### src/hw/rtl/crfs_pkg.sv
`timescale 1ns / 1ps
// ----------------------------------------------------------------------------
// crfs_pkg
// Shared types and constants for the circle raster frame store.
// ----------------------------------------------------------------------------
package crfs_pkg;

  // Command codes carried on the kind field
  typedef enum logic [1:0] {
    KIND_PLOT   = 2'd0,
    KIND_CIRCLE = 2'd1,
    KIND_READ   = 2'd2,
    KIND_CLEAR  = 2'd3
  } kind_t;

  localparam int COORD_W = 8;   // signed point coordinate, covers -128..127
  localparam int ERR_W   = 10;  // signed midpoint decision term
  localparam int OCT_W   = 3;   // octant counter

  localparam logic [7:0] RD_BIAS = 8'd127;

  // Controller to datapath
  typedef struct packed {
    logic load;        // latch command fields, restart accumulators
    logic plot_issue;  // send the plot point into the write stage
    logic circ_issue;  // send one octant point, step the circle after the eighth
    logic rd_issue;    // read the store at the command position
    logic rd_capture;  // form the read result
    logic clr_step;    // zero one entry, advance the sweep address
    logic res_push;    // load the result into the output register
  } cmd_t;

  // Datapath to controller
  typedef struct packed {
    logic clr_last;    // sweep address is at the final entry
    logic circ_more;   // x >= y, circle loop continues
  } sts_t;

endpackage

### src/hw/rtl/crfs_ctrl.sv
`timescale 1ns / 1ps
// ----------------------------------------------------------------------------
// crfs_ctrl
// Command sequencer: decodes a word, steps the datapath, hands off the result.
// ----------------------------------------------------------------------------
module crfs_ctrl
  import crfs_pkg::*;
(
  input  logic       clk,
  input  logic       rst,
  input  logic       in_valid,
  input  logic [1:0] kind,
  input  logic       out_free,
  input  sts_t       sts,
  output logic       in_stall,
  output cmd_t       cmd
);

  typedef enum logic [2:0] {
    S_CLEAR,
    S_IDLE,
    S_PLOT,
    S_CIRCLE,
    S_READ,
    S_READ_WAIT,
    S_DRAIN,
    S_DONE
  } state_t;

  state_t state;
  state_t state_next;
  logic   owed;        // clear sweep belongs to a command, not to reset
  logic   accept;

  assign in_stall = (state != S_IDLE);
  assign accept   = in_valid && (state == S_IDLE);

  always_comb begin
    cmd        = '0;
    state_next = state;
    unique case (state)
      S_CLEAR: begin
        cmd.clr_step = 1'b1;
        if (sts.clr_last) begin
          state_next = owed ? S_DONE : S_IDLE;
        end
      end
      S_IDLE: begin
        if (accept) begin
          cmd.load = 1'b1;
          unique case (kind_t'(kind))
            KIND_PLOT:   state_next = S_PLOT;
            KIND_CIRCLE: state_next = S_CIRCLE;
            KIND_READ:   state_next = S_READ;
            KIND_CLEAR:  state_next = S_CLEAR;
          endcase
        end
      end
      S_PLOT: begin
        cmd.plot_issue = 1'b1;
        state_next     = S_DRAIN;
      end
      S_CIRCLE: begin
        // last point sits in the write stage when the loop test fails
        if (sts.circ_more) begin
          cmd.circ_issue = 1'b1;
        end else begin
          state_next = S_DONE;
        end
      end
      S_READ: begin
        cmd.rd_issue = 1'b1;
        state_next   = S_READ_WAIT;
      end
      S_READ_WAIT: begin
        cmd.rd_capture = 1'b1;
        state_next     = S_DONE;
      end
      S_DRAIN: begin
        state_next = S_DONE;
      end
      S_DONE: begin
        if (out_free) begin
          cmd.res_push = 1'b1;
          state_next   = S_IDLE;
        end
      end
      default: state_next = S_IDLE;
    endcase
  end

  always_ff @(posedge clk) begin
    if (rst) begin
      state <= S_CLEAR;
      owed  <= 1'b0;
    end else begin
      state <= state_next;
      if (accept) begin
        owed <= 1'b1;
      end
    end
  end

endmodule

### config.mk
export PLATFORM = sky130hd
export DESIGN_NAME = crfs_ctrl
export DESIGN_NICKNAME = d
export VERILOG_FILES = /design/src/hw/rtl/crfs_pkg.sv /design/src/hw/rtl/crfs_ctrl.sv
export SDC_FILE = /design/constraint.sdc
export NUM_CORES = 1
export LEC_CHECK = 0
export BUFFER_PORTS_ARGS = -buffer_cell sky130_fd_sc_hd__clkbuf_2
export CAP_MARGIN = 10
export CORE_AREA = 2 2 39 41
export DETAILED_ROUTE_END_ITERATION = 7
export DIE_AREA = 0 0 41 43
export PLACE_DENSITY_LB_ADDON = 0.25
export SETUP_SLACK_MARGIN = 0.15
export SKIP_CTS_REPAIR_TIMING = 1
export SYNTH_ARGS = -nofsm -noshare
export SYNTH_HDL_FRONTEND = slang
export SYNTH_SLANG_ARGS = --single-unit
### constraint.sdc
create_clock -name clk -period 2.2 [get_ports clk]
set_input_delay 0.55 -clock clk [delete_from_list [all_inputs] [get_ports clk]]
set_output_delay 0.55 -clock clk [all_outputs]
set_load 0.05 [all_outputs]
==> impl_metrics.csv <==
group,metric,value,unit
outcome,status,"finished clean",
setup_path,crit_type,"register to output port",
sta,fin_skew,0.0004950,ns
power,p_leak,0.1887,nW
layout,syn_to_final_growth,32.64,%
detailed_routing,ant_nets,0,
detailed_routing,routed_wl,667,µm
yosys,synth_common_cells,"nor2_1, dfxtp_1, nor2b_1, o21ai_0",
setup_path,critPathMaxStageDelay,0.54,ns
yosys,synth_warnings,0,
placement,hpwl,503.7,µm
setup_path,path_cells,"and4_4 > clkbuf_2",
setup_path,crit_required,1.65,ns
floorplanning,initial_utilization,21.61,%
sta,finalSetupViolCount,0,
setup_path,crit_slowest_cell,"dfxtp_1",
yosys,async_reset_ff_share,0,%
placement,gp_congestion,0.7127,
setup_path,worstPathMaxFanout,13,
yosys,synth.most_common_cell,"nor2_1",
sta,final.min_clock_period,1.915,ns
yosys,syn-instance-count,37,
layout,fin_nets,61,
run,cap_violations,0,
global_route,grt_usage,9.027,%
sta,worst_pin_slew,0.3866,ns
yosys,synth_top_area_share,26.78,%
detailed_routing,via_per_inst,4.478,
detailed_routing,wire_per_inst,9.955,µm
yosys,synth-edff-count,0,
layout,layout-drive-gt1-share,49.02,%
floorplanning,design.die.area,0.001763,mm²
setup_path,worstPathArrival,1.36,ns
sta,tns,0,ns
power,power,0.3768,mW
detailed_routing,via_count,300,
power,worst_ir_drop_vdd,0.3284,mV
clock_tree,cts-root-buf,"clkbuf_4",
global_route,grt_antenna_before_repair,0,
clock_tree,clock-sinks,4,
yosys,ys_types,21,
clock_tree,cts_buffer_depth,2,
global_route,grt_pass1_wl,1041,µm
layout,nFillCells,157,
floorplanning,die_w,41,µm
sta,period_share,87.02,%
detailed_routing,drc,0,
clock_tree,htree_levels,1,
yosys,netlist_area,299.0,µm²
yosys,synth.largest_area_cell,"dfxtp_1",
detailed_routing,firstDrtPassIters,4,
floorplanning,core_area,0.001384,mm²
min_path,hold_path.class,"register to register",
clock_tree,clk_pin_slew_worst_paths,0.04,ns
sta,slew_viol_final,0,
yosys,syn-num-nets,45,
power,p_per_area,949.9,mW/mm²
setup_path,r2r_setup_slack,0.99,ns
global_route,grt_pass1_vias,266,
detailed_routing,drt_iter0_drc,5,
sta,finalHoldViolations,0,
global_route,grt_max_degree,14,
floorplanning,die_height,43,µm
global_route,overflow,0,
clock_tree,clock_latency,0.23,ns
clock_tree,cts_buffers,3,
floorplanning,pin_count,16,
layout,n_antenna_cell,0,
placement,io_buffers,15,
yosys,synth.area.top_cells,"dfxtp_1, nor2_1, nor2b_1",
setup_path,start_kind,"register",
yosys,synthFlopType,"dfxtp_1",
clock_tree,cts_tree,"yes",
sta,fmax,522.3,MHz
floorplanning,num_rows,14,
yosys,synth_seq_cells,4,
sta,rsz0062_at_grt,"no",
sta,slew_headroom,74.19,%
yosys,yosysSeqAreaShare,26.78,%
yosys,syn_avg_cell_area,8.082,µm²
setup_path,crit_path_end_kind,"output port",
-- cell usage in the layout, fill, tap and decap left out --
master / Yosys / final
clkbuf_4: 0 / 3
and3_1: 1 / 1
a2111oi_2: 1 / 1
a21oi_2: 1 / 1
o21ai_0: 3 / 3
a211o_1: 1 / 1
and2_1: 1 / 1
nand2b_1: 2 / 2
nor3_2: 0 / 1
nor3b_2: 0 / 1
dfxtp_1: 4 / 3
nor2_1: 5 / 5
dfxtp_2: 0 / 1
and4bb_2: 1 / 1
a21oi_1: 2 / 2
nor2b_1: 3 / 3
and3b_1: 2 / 2
clkbuf_2: 0 / 15
nand2_1: 2 / 2
and4_4: 1 / 1
nor4_1: 1 / 1
-- metal layers --
metal  wire [µm]  up-vias  GRT usage (%)
met5           0        -              0
met4           0        0          2.000
met3          70        0          6.806
met2         272       13          11.88
met1         324      126          11.54
li1            -      161              -
-- final timing paths --
check           start       end  depth (start not counted)
max          state[1]    cmd[0]                          2
min              owed      owed                          2
max reg2reg  state[1]  state[2]                          2
min reg2reg      owed      owed                          2
-- metrics by stage --
step / cell area (µm²) / std cells / setup WS (ns) / utilization (%) / hold WS (ns)
4_1_cts: 395.4 / 67 / 0.1664 / 28.57 / 0.4636
5_1_grt: 396.6 / 67 / 0.1935 / 28.66 / 0.5139
6_report: 396.6 / 67 / 0.2855 / 28.66 / 0.4574
2_1_floorplan: 309.0 / 37 / 0.4634 / - / 0.4321
3_5_place_dp: 372.9 / 64 / 0.4171 / 26.94 / 0.4551
3_3_place_gp: 372.9 / 64 / 0.4450 / 26.94 / 0.4548
-- final cells by class --
type	instances	area, µm²	share of cell area (%)
multi-input cells	29	197.7	49.84
flip-flops and latches	4	81.33	20.50
repair buffers	15	75.07	18.93
clock buffers	3	22.52	5.678
well taps	16	20.02	5.047
-- power breakdown --
group / leakage [nW] / internal (mW) / total, mW / switching, mW
logic: 0.142 / 0.0551 / 0.170 / 0.115
clock network: 0.0138 / 0.0609 / 0.0889 / 0.0280
registers: 0.0332 / 0.0866 / 0.117 / 0.0308
-- critical path, delay by kind of cell, from the launching register on --
family / cells / cell delay [ns]
and+or+nand+nor: 1 / 0.31
buffers and inverters: 1 / 0.28
DFF: 1 / 0.54
-- sequential cells by signal, summed over array words and instances, names as in the netlist --
| name | flops |
|---|---|
| owed | 1 |
| state | 3 |
-- logic make-up (layout without fill, tap and decap cells) --
logic type,after synthesis,after routing,synth area share (%)
AO/OA/AOI/OAI,8,8,19.25
buffers and inverters,4,18,10.46
flip-flops,4,4,26.78
AND/OR/NAND/NOR,21,21,43.52
No activity file was read; power rests on OpenSTA's default activity.
